**src/rtl/core/mfbre_pkg.sv**
```systemverilog
package mfbre_pkg;

    localparam int DEF_COLUMNS = 128;
    localparam int DEF_PAGES   = 8;

    typedef enum logic [2:0] {
        MODE_CLEAR,
        MODE_PIXEL,
        MODE_LINE,
        MODE_RECT,
        MODE_FILL_RECT,
        MODE_CIRCLE,
        MODE_FILL_CIRCLE,
        MODE_READ
    } t_mode;

    typedef enum logic [3:0] {
        DP_NOP,
        DP_LATCH,
        DP_CLR,
        DP_LINE_LOAD,
        DP_SPAN_LOAD,
        DP_PIX_RD,
        DP_PIX_WR,
        DP_CIRC_STEP,
        DP_ROW_INC,
        DP_RD_ISSUE,
        DP_RES_READ,
        DP_RES_ZERO
    } t_dp_op;

    typedef logic [3:0] t_sel;

    // line sources
    localparam t_sel LN_RECT_TOP   = 4'd0;
    localparam t_sel LN_RECT_BOT   = 4'd1;
    localparam t_sel LN_RECT_LEFT  = 4'd2;
    localparam t_sel LN_RECT_RIGHT = 4'd3;
    localparam t_sel LN_SEG        = 4'd4;
    localparam t_sel LN_ROW        = 4'd5;

    // span sources: circle points, trailing point, fill spans, single pixel
    localparam t_sel PT_FIRST = 4'd0;
    localparam t_sel PT_LAST  = 4'd8;
    localparam t_sel PT_TRAIL = 4'd9;
    localparam t_sel SP_FIRST = 4'd10;
    localparam t_sel SP_LAST  = 4'd13;
    localparam t_sel SP_PIXEL = 4'd14;

    typedef struct packed {
        t_dp_op op;
        t_sel   sel;
    } t_dp_cmd;

    typedef struct packed {
        logic walk_last;
        logic clr_last;
        logic row_done;
        logic circ_run;
    } t_dp_stat;

endpackage

```
**src/rtl/core/mfbre_ctrl.sv**
```systemverilog
module mfbre_ctrl
    import mfbre_pkg::*;
(
    input  logic     i_clk,
    input  logic     i_rst_n,
    input  logic     start,
    input  logic [2:0] i_mode,
    input  t_dp_stat i_stat,
    output t_dp_cmd  o_cmd,
    output logic     busy,
    output logic     o_done
);

    typedef enum logic [3:0] {
        S_CLEAR,
        S_IDLE,
        S_DISPATCH,
        S_LINE_LOAD,
        S_SPAN_LOAD,
        S_PIX_RD,
        S_PIX_WR,
        S_NEXT,
        S_ROW_CHECK,
        S_CIRC_CHECK,
        S_CIRC_STEP,
        S_READ,
        S_RES_READ,
        S_RES
    } t_state;

    t_state r_state, n_state;
    t_mode  r_mode, n_mode;
    t_sel   r_sel, n_sel;
    logic   r_cmd_clr, n_cmd_clr;
    logic   r_done, n_done;

    always_comb begin
        n_state   = r_state;
        n_mode    = r_mode;
        n_sel     = r_sel;
        n_cmd_clr = r_cmd_clr;
        n_done    = 1'b0;
        o_cmd.op  = DP_NOP;
        o_cmd.sel = r_sel;
        case (r_state)
            S_CLEAR: begin
                o_cmd.op = DP_CLR;
                if (i_stat.clr_last) begin
                    n_state   = r_cmd_clr ? S_RES : S_IDLE;
                    n_cmd_clr = 1'b0;
                end
            end
            S_IDLE: begin
                if (start) begin
                    o_cmd.op = DP_LATCH;
                    n_mode   = t_mode'(i_mode);
                    n_state  = S_DISPATCH;
                end
            end
            S_DISPATCH: begin
                case (r_mode)
                    MODE_CLEAR: begin
                        n_cmd_clr = 1'b1;
                        n_state   = S_CLEAR;
                    end
                    MODE_PIXEL: begin
                        n_sel   = SP_PIXEL;
                        n_state = S_SPAN_LOAD;
                    end
                    MODE_LINE: begin
                        n_sel   = LN_SEG;
                        n_state = S_LINE_LOAD;
                    end
                    MODE_RECT: begin
                        n_sel   = LN_RECT_TOP;
                        n_state = S_LINE_LOAD;
                    end
                    MODE_FILL_RECT: begin
                        n_sel   = LN_ROW;
                        n_state = S_ROW_CHECK;
                    end
                    MODE_CIRCLE, MODE_FILL_CIRCLE: begin
                        n_state = S_CIRC_CHECK;
                    end
                    MODE_READ: begin
                        n_state = S_READ;
                    end
                    default: begin
                        n_state = S_RES;
                    end
                endcase
            end
            S_LINE_LOAD: begin
                o_cmd.op = DP_LINE_LOAD;
                n_state  = S_PIX_RD;
            end
            S_SPAN_LOAD: begin
                o_cmd.op = DP_SPAN_LOAD;
                n_state  = S_PIX_RD;
            end
            S_PIX_RD: begin
                o_cmd.op = DP_PIX_RD;
                n_state  = S_PIX_WR;
            end
            S_PIX_WR: begin
                o_cmd.op = DP_PIX_WR;
                n_state  = i_stat.walk_last ? S_NEXT : S_PIX_RD;
            end
            S_NEXT: begin
                case (r_mode)
                    MODE_RECT: begin
                        if (r_sel == LN_RECT_RIGHT) begin
                            n_state = S_RES;
                        end else begin
                            n_sel   = t_sel'(r_sel + 1'b1);
                            n_state = S_LINE_LOAD;
                        end
                    end
                    MODE_FILL_RECT: begin
                        o_cmd.op = DP_ROW_INC;
                        n_state  = S_ROW_CHECK;
                    end
                    MODE_CIRCLE: begin
                        if (r_sel == PT_LAST) begin
                            n_state = S_CIRC_STEP;
                        end else if (r_sel == PT_TRAIL) begin
                            n_state = S_CIRC_CHECK;
                        end else begin
                            n_sel   = t_sel'(r_sel + 1'b1);
                            n_state = S_SPAN_LOAD;
                        end
                    end
                    MODE_FILL_CIRCLE: begin
                        if (r_sel == SP_LAST) begin
                            n_state = S_CIRC_STEP;
                        end else begin
                            n_sel   = t_sel'(r_sel + 1'b1);
                            n_state = S_SPAN_LOAD;
                        end
                    end
                    default: begin
                        n_state = S_RES;
                    end
                endcase
            end
            S_CIRC_STEP: begin
                o_cmd.op = DP_CIRC_STEP;
                if (r_mode == MODE_CIRCLE) begin
                    n_sel   = PT_TRAIL;
                    n_state = S_SPAN_LOAD;
                end else begin
                    n_state = S_CIRC_CHECK;
                end
            end
            S_ROW_CHECK: begin
                n_state = i_stat.row_done ? S_RES : S_LINE_LOAD;
            end
            S_CIRC_CHECK: begin
                if (i_stat.circ_run) begin
                    n_sel   = (r_mode == MODE_CIRCLE) ? PT_FIRST : SP_FIRST;
                    n_state = S_SPAN_LOAD;
                end else begin
                    n_state = S_RES;
                end
            end
            S_READ: begin
                o_cmd.op = DP_RD_ISSUE;
                n_state  = S_RES_READ;
            end
            S_RES_READ: begin
                o_cmd.op = DP_RES_READ;
                n_done   = 1'b1;
                n_state  = S_IDLE;
            end
            S_RES: begin
                o_cmd.op = DP_RES_ZERO;
                n_done   = 1'b1;
                n_state  = S_IDLE;
            end
            default: begin
                n_state = S_IDLE;
            end
        endcase
    end

    always_ff @(posedge i_clk) begin
        if (!i_rst_n) begin
            r_state   <= S_CLEAR;
            r_mode    <= MODE_CLEAR;
            r_sel     <= LN_RECT_TOP;
            r_cmd_clr <= 1'b0;
            r_done    <= 1'b0;
        end else begin
            r_state   <= n_state;
            r_mode    <= n_mode;
            r_sel     <= n_sel;
            r_cmd_clr <= n_cmd_clr;
            r_done    <= n_done;
        end
    end

    assign busy   = (r_state != S_IDLE);
    assign o_done = r_done;

endmodule

```
**config.mk**
```make
export PLATFORM = sky130hd
export DESIGN_NAME = mfbre_ctrl
export DESIGN_NICKNAME = d
export VERILOG_FILES = /design/src/rtl/core/mfbre_pkg.sv /design/src/rtl/core/mfbre_ctrl.sv
export SDC_FILE = /design/constraint.sdc
export NUM_CORES = 1
export LEC_CHECK = 0
export BUFFER_PORTS_ARGS = -buffer_cell sky130_fd_sc_hd__buf_2
export CAP_MARGIN = 30
export CELL_PAD_IN_SITES_DETAIL_PLACEMENT = 0
export CELL_PAD_IN_SITES_GLOBAL_PLACEMENT = 1
export CORE_ASPECT_RATIO = 0.9
export CORE_UTILIZATION = 30
export DETAILED_ROUTE_END_ITERATION = 10
export MAX_ROUTING_LAYER = met4
export PLACE_DENSITY_LB_ADDON = 0.1
export SETUP_SLACK_MARGIN = 0.02
export SYNTH_ARGS = -nofsm -noshare
export SYNTH_HDL_FRONTEND = slang
export SYNTH_SLANG_ARGS = --single-unit
export TNS_END_PERCENT = 30
```
**constraint.sdc**
```tcl
create_clock -name i_clk -period 3 [get_ports i_clk]
set_clock_uncertainty 0.1 [all_clocks]
set_input_delay 0.9 -clock i_clk [delete_from_list [all_inputs] [get_ports i_clk]]
set_output_delay 0.9 -clock i_clk [all_outputs]
set_load 0.01 [all_outputs]
```
==> results of run 1 <==
synth_stat cells (2+ instances only):
cell | number | share of area (%)
nand2_1 | 8 | 2.3
nand2b_1 | 2 | 0.97
nand3b_1 | 2 | 1.2
nor2_1 | 15 | 4.4
a31oi_1 | 7 | 3.4
a311oi_1 | 2 | 1.4
buf_2 | 8 | 3.1
nor3b_1 | 2 | 1.2
and2_1 | 3 | 1.5
clkbuf_1 | 2 | 0.58
a21oi_1 | 13 | 5.0
nor3_1 | 5 | 1.9
ha_1 | 3 | 2.9
dfxtp_1 | 13 | 20
and4b_2 | 2 | 1.7
xor2_1 | 2 | 1.4
o22ai_1 | 3 | 1.5
o211ai_2 | 2 | 1.9
nand4bb_1 | 2 | 1.7
o21ai_1 | 2 | 0.77
nand3_1 | 8 | 3.1
o211ai_1 | 5 | 2.9
inv_1 | 9 | 2.6
o21ai_0 | 11 | 4.3
mux2i_1 | 5 | 3.9
o31ai_1 | 2 | 1.2
stage by stage:
| stage | setup slack (ns) | utilization [%] |
|---|---|---|
| floorplan | 0.829 | - |
| global placement | 0.626 | 34.8 |
| detailed placement | 0.620 | 34.8 |
| CTS | 0.338 | 35.9 |
| global route | 0.250 | 35.9 |
| finish | 0.343 | 35.9 |
routing by layer:
metal  GRT usage (%)  up-vias  wire length [um]
li1                -      676                 -
met1            26.1      656              1890
met2            26.1       36              1690
met3            3.31        7               165
met4            9.00        0                82
met5               -        -                 0
worst paths after layout:
kind / from / slack, ns / depth (start not counted) / end
max: r_state[2] / 0.34 / 4 / o_cmd[5]
min: r_sel[1] / 0.43 / 2 / r_sel[1]
max reg2reg: r_state[0] / 0.68 / 6 / r_sel[2]
min reg2reg: r_sel[1] / 0.43 / 2 / r_sel[1]
layout make-up:
class / count / area [um^2]
clock buffer: 4 / 45.0
fill: 450 / 2630
inverter: 10 / 37.5
multi-input combinational: 134 / 922
sequential: 13 / 260
tap: 48 / 60.1
timing repair buffer: 26 / 148
kinds of logic after synthesis:
family	after synthesis
AOI/OAI and AO/OA	60
buffers and inverters	23
and+or+nand+nor	63
xor gates and xnor gates	3
adders and majority gates	3
muxes	5
DFF	13
power breakdown:
part / total (W) / internal (W) / leakage, nW / switching (W)
Clock: 0.000169 / 0.0000943 / 0.0228 / 0.0000744
Sequential: 0.000206 / 0.000184 / 0.105 / 0.0000229
Combinational: 0.000185 / 0.0000782 / 0.476 / 0.000107
worst max-delay path, cell delays in order, from the launching register on:
cell and delay, ns:
dfxtp_1 0.46, buf_4 0.25, or3b_1 0.39, a31oi_1 0.16
buf_2 0.14
sequential cells by signal, summed over array words and instances (netlist names):
name	cells
o_done	1
r_cmd_clr	1
r_mode	3
r_sel	4
r_state	4
==> impl_metrics.toml, run 1 <==
[status]
status = "completed"

[place]
routabilityCongestion = 0.853
io_buffers = 19
dp.cells = 231
hpwl_um = 2850
placed_area_mm2 = 0.00143

[clock_network]
cts_tree = "built"
clock_sinks = 13
clockBufferDepth = 2
cts_setup_buffers = 0
h-tree-depth = 1
numCtsBuffers = 3
root_buffer = "clkbuf_8"
ctsResizeCount = 0
cts_hold_buf = 0
clock_latency_ns = 0.25
clkTransAtPathRegs_ns = 0.07

[cells_and_area]
area_delta_synth_final_pct = 13.8
layout_common_cells = "buf_2, nor2_1, a21oi_1, dfxtp_1, o21ai_0"
diodes = 0
final_common_cell = "buf_2"
drive_above_1_share_pct = 22.5
nNetsFinal = 201
design_area_mm2 = 0.00147
fin_cells = 235

[hold_path]
hold_path.class = "reg -> reg"

[logic_synthesis]
yosysSeqAreaShare_pct = 20.1
ys_ff_latch = 13
ys_warn_count = 0
synth_mux_area_share_pct = 3.87
synth-xor-area-share_pct = 2.03
yosysUniqueCellTypes = 58
synth_top_family_by_area = "compound AO/OA/AOI/OAI gates"
synth_compound_area_share_pct = 31.9
syn-num-nets = 183
syn_area_per_cell_um2 = 7.61
synthAdderAreaFrac_pct = 2.90
syn-cell-area_mm2 = 0.00129
async_flop_share_pct = 0
synthSimpleGateAreaFrac_pct = 30.6
ys.flop_type = "dfxtp_1"
synth_edf_count = 0
syn_inst = 170

[power_and_ir_drop]
peakVddDrop_uv = 171
p_per_area_mw_per_mm2 = 381
power.leakage_nw = 0.604
power.total_w = 0.000560

[sta]
slew_headroom_pct = 65.5
whs_ns = 0.435
min_period_over_period_pct = 88.6
min_period_ns = 2.66
slew_viol_final = 0
rsz0062_at_grt = "false"
finalSetupTns_ns = 0
max_freq_ghz = 0.376
tightest_slew_ns = 0.516
setup_viol = 0
hold_viol = 0

[global_routing]
grt_pass1_wl_um = 6500
grt_pass1_vias = 1326
track_usage_pct = 18.8
antenna_found_initial = 0
grt_overflow = 0
grt_max_degree = 18

[floorplanning]
row_count = 22
design.die.area_mm2 = 0.00458
die_w_um = 71.2
core_area_mm2 = 0.00410
initial_core_util_pct = 31.5
fp.dieH_um = 64.3
ios = 20

[critical_path]
crit_path_end_kind = "output pin"
crit_required_ns = 2.00
crit_fanout = 14
worst_setup_path_start_kind = "flip-flop"
arrival_ns = 1.66
critPathKind = "reg -> out"

[routing]
drc_errors = 0
antenna_left = 0
routed_via_density = 5.85
first_iter_violations = 130
drtPass1Iterations = 4
drt-wirelength-per-cell_um = 16.3
vias = 1375
drt_wl_total_um = 3820

[run]
cap_violations = 0
Note: power is estimated with default switching activity, not from simulation.
==> run 2: changes to the inputs <==
--- a/config.mk
+++ b/config.mk
@@ -12,6 +12,7 @@
 export CORE_ASPECT_RATIO = 0.9
 export CORE_UTILIZATION = 30
 export DETAILED_ROUTE_END_ITERATION = 10
+export GPL_TIMING_DRIVEN = 0
 export MAX_ROUTING_LAYER = met4
 export PLACE_DENSITY_LB_ADDON = 0.1
 export SETUP_SLACK_MARGIN = 0.02
==> constraint.sdc (replaced) <==
create_clock -name i_clk -period 3.3 [get_ports i_clk]
set_clock_uncertainty 0.1 [all_clocks]
set_input_delay 0.99 -clock i_clk [delete_from_list [all_inputs] [get_ports i_clk]]
set_output_delay 0.99 -clock i_clk [all_outputs]
set_load 0.01 [all_outputs]
==> impl_metrics.toml, run 2 (same netlist as run 1, synthesis figures left out) <==
[global_routing]
grt_pass1_wl_um = 6490
grt_overflow = 0
antenna_found_initial = 0
track_usage_pct = 19.1
grt_pass1_vias = 1249
grt_max_degree = 11

[critical_path]
worst-path-stages = 6
worst_setup_path_start_kind = "flip-flop"
path_cells = "buf_2 -> nor3b_1 -> nand3_1 -> o21ai_0 -> o2bb2ai_1 -> buf_2"
cp_top_family = "simple AND/OR/NAND/NOR gates"
crit_path_end_kind = "output pin"
path_buf_inv = 2
path_common_cell = "buf_2"
critPathKind = "reg -> out"
startpoint = "r_mode[2]"
crit_fanout = 10
r2r_cells = 7
arrival_ns = 1.87
crit_required_ns = 2.21
regToRegStartpoint = "r_sel[0]"
slowest_stage = "dfxtp_1"
cpPeakStageDelay_ns = 0.44

[cells_and_area]
final_common_cell = "buf_2"
design_area_mm2 = 0.00149
reg.largest.list = "r_sel: 4 flops, r_state: 4 flops, r_mode: 3 flops"
area_delta_synth_final_pct = 15.5
drive_above_1_share_pct = 23.8
fin_cells = 241
nNetsFinal = 207
diodes = 0
layout_common_cells = "buf_2, nor2_1, a21oi_1, dfxtp_1, o21ai_0"
fin_util_pct = 36.4

[sta]
max_freq_ghz = 0.338
finalSetupTns_ns = 0
min_period_over_period_pct = 89.6
slew_viol_final = 0
setup_viol = 0
tightest_slew_ns = 0.452
hold_viol = 0
slew_headroom_pct = 69.8
rsz0062_at_grt = "false"
min_period_ns = 2.96

[clock_network]
h-tree-depth = 1
cts_tree = "built"
clock_sinks = 13
clockBufferDepth = 2
numCtsBuffers = 3
clkTransAtPathRegs_ns = 0.06
ctsResizeCount = 0
cts_hold_buf = 0
clock_latency_ns = 0.25
cts_setup_buffers = 0
root_buffer = "clkbuf_8"

[hold_path]
worstHoldPathCells = 2
hold_path.class = "reg -> reg"
worstHoldStart = "r_sel[1]"

[floorplanning]
core_area_mm2 = 0.00410
ios = 20
die_w_um = 71.2
initial_core_util_pct = 31.5
design.die.area_mm2 = 0.00458
row_count = 22
fp.dieH_um = 64.3

[routing]
drt-wirelength-per-cell_um = 16.4
vias = 1381
drtPass1Iterations = 4
routed_via_density = 5.73
drt_wl_total_um = 3950
antenna_left = 0
drc_errors = 0
first_iter_violations = 102

[place]
io_buffers = 19
hpwl_um = 2970
placed_area_mm2 = 0.00145
dp.cells = 237
routabilityCongestion = 0.829

[power_and_ir_drop]
peakVddDrop_uv = 184
power.leakage_nw = 0.624
power.total_w = 0.000516
p_per_area_mw_per_mm2 = 345

[run]
cap_violations = 0

[status]
status = "completed"
-- run 2: changes by cell type in the layout (fill, tap and decap cells not counted) --
cell	change
buf_2	+8
buf_4	-6
clkbuf_1	+2
buf_6	+1
clkbuf_4	+1
-- run 2: cell type report --
type	instances	area, um^2
inverters	10	37.5
plain buffers	13	73.8
fillers	439	2610
well taps	48	60.1
flip-flops and latches	13	260
repair buffers	19	95.1
clock buffers	4	45.0
multi-input cells	134	922
-- run 2: stage by stage --
step                      hold WS [ns]  setup WS [ns]
after floorplan                  0.436          0.968
after global placement           0.425          0.623
after detailed placement         0.434          0.637
after CTS                        0.445          0.339
after global routing             0.499          0.208
final                            0.443          0.343
-- run 2: metal layers --
layer | track usage (%) | up-vias | wire, um
li1 | - | 687 | -
met5 | - | - | 0
met2 | 26.4 | 36 | 1770
met4 | 8.00 | 0 | 72
met3 | 4.57 | 7 | 192
met1 | 26.3 | 651 | 1910
-- run 2: report_power, final --
part	leakage [nW]	switching [W]	internal, W
Combinational	0.496	0.000109	0.0000722
Clock	0.0228	0.0000691	0.0000858
Sequential	0.105	0.0000127	0.000167
Total	0.624	0.000191	0.000325
-- run 2: worst paths after layout --
check,endpoint,slack [ns]
worst min-delay path,r_sel[1],0.44
worst max-delay path,o_cmd[7],0.34
worst min register to register,r_sel[1],0.44
worst max register to register,r_sel[2],1.28
-- run 2: worst reg2reg max path: cells and delay by family (launching register included) --
family	cells	cell delay, ns
compound gates	4	0.80
flops	1	0.46
fa+ha+maj	1	0.23
simple gates	1	0.22
buf+inv	1	0.08
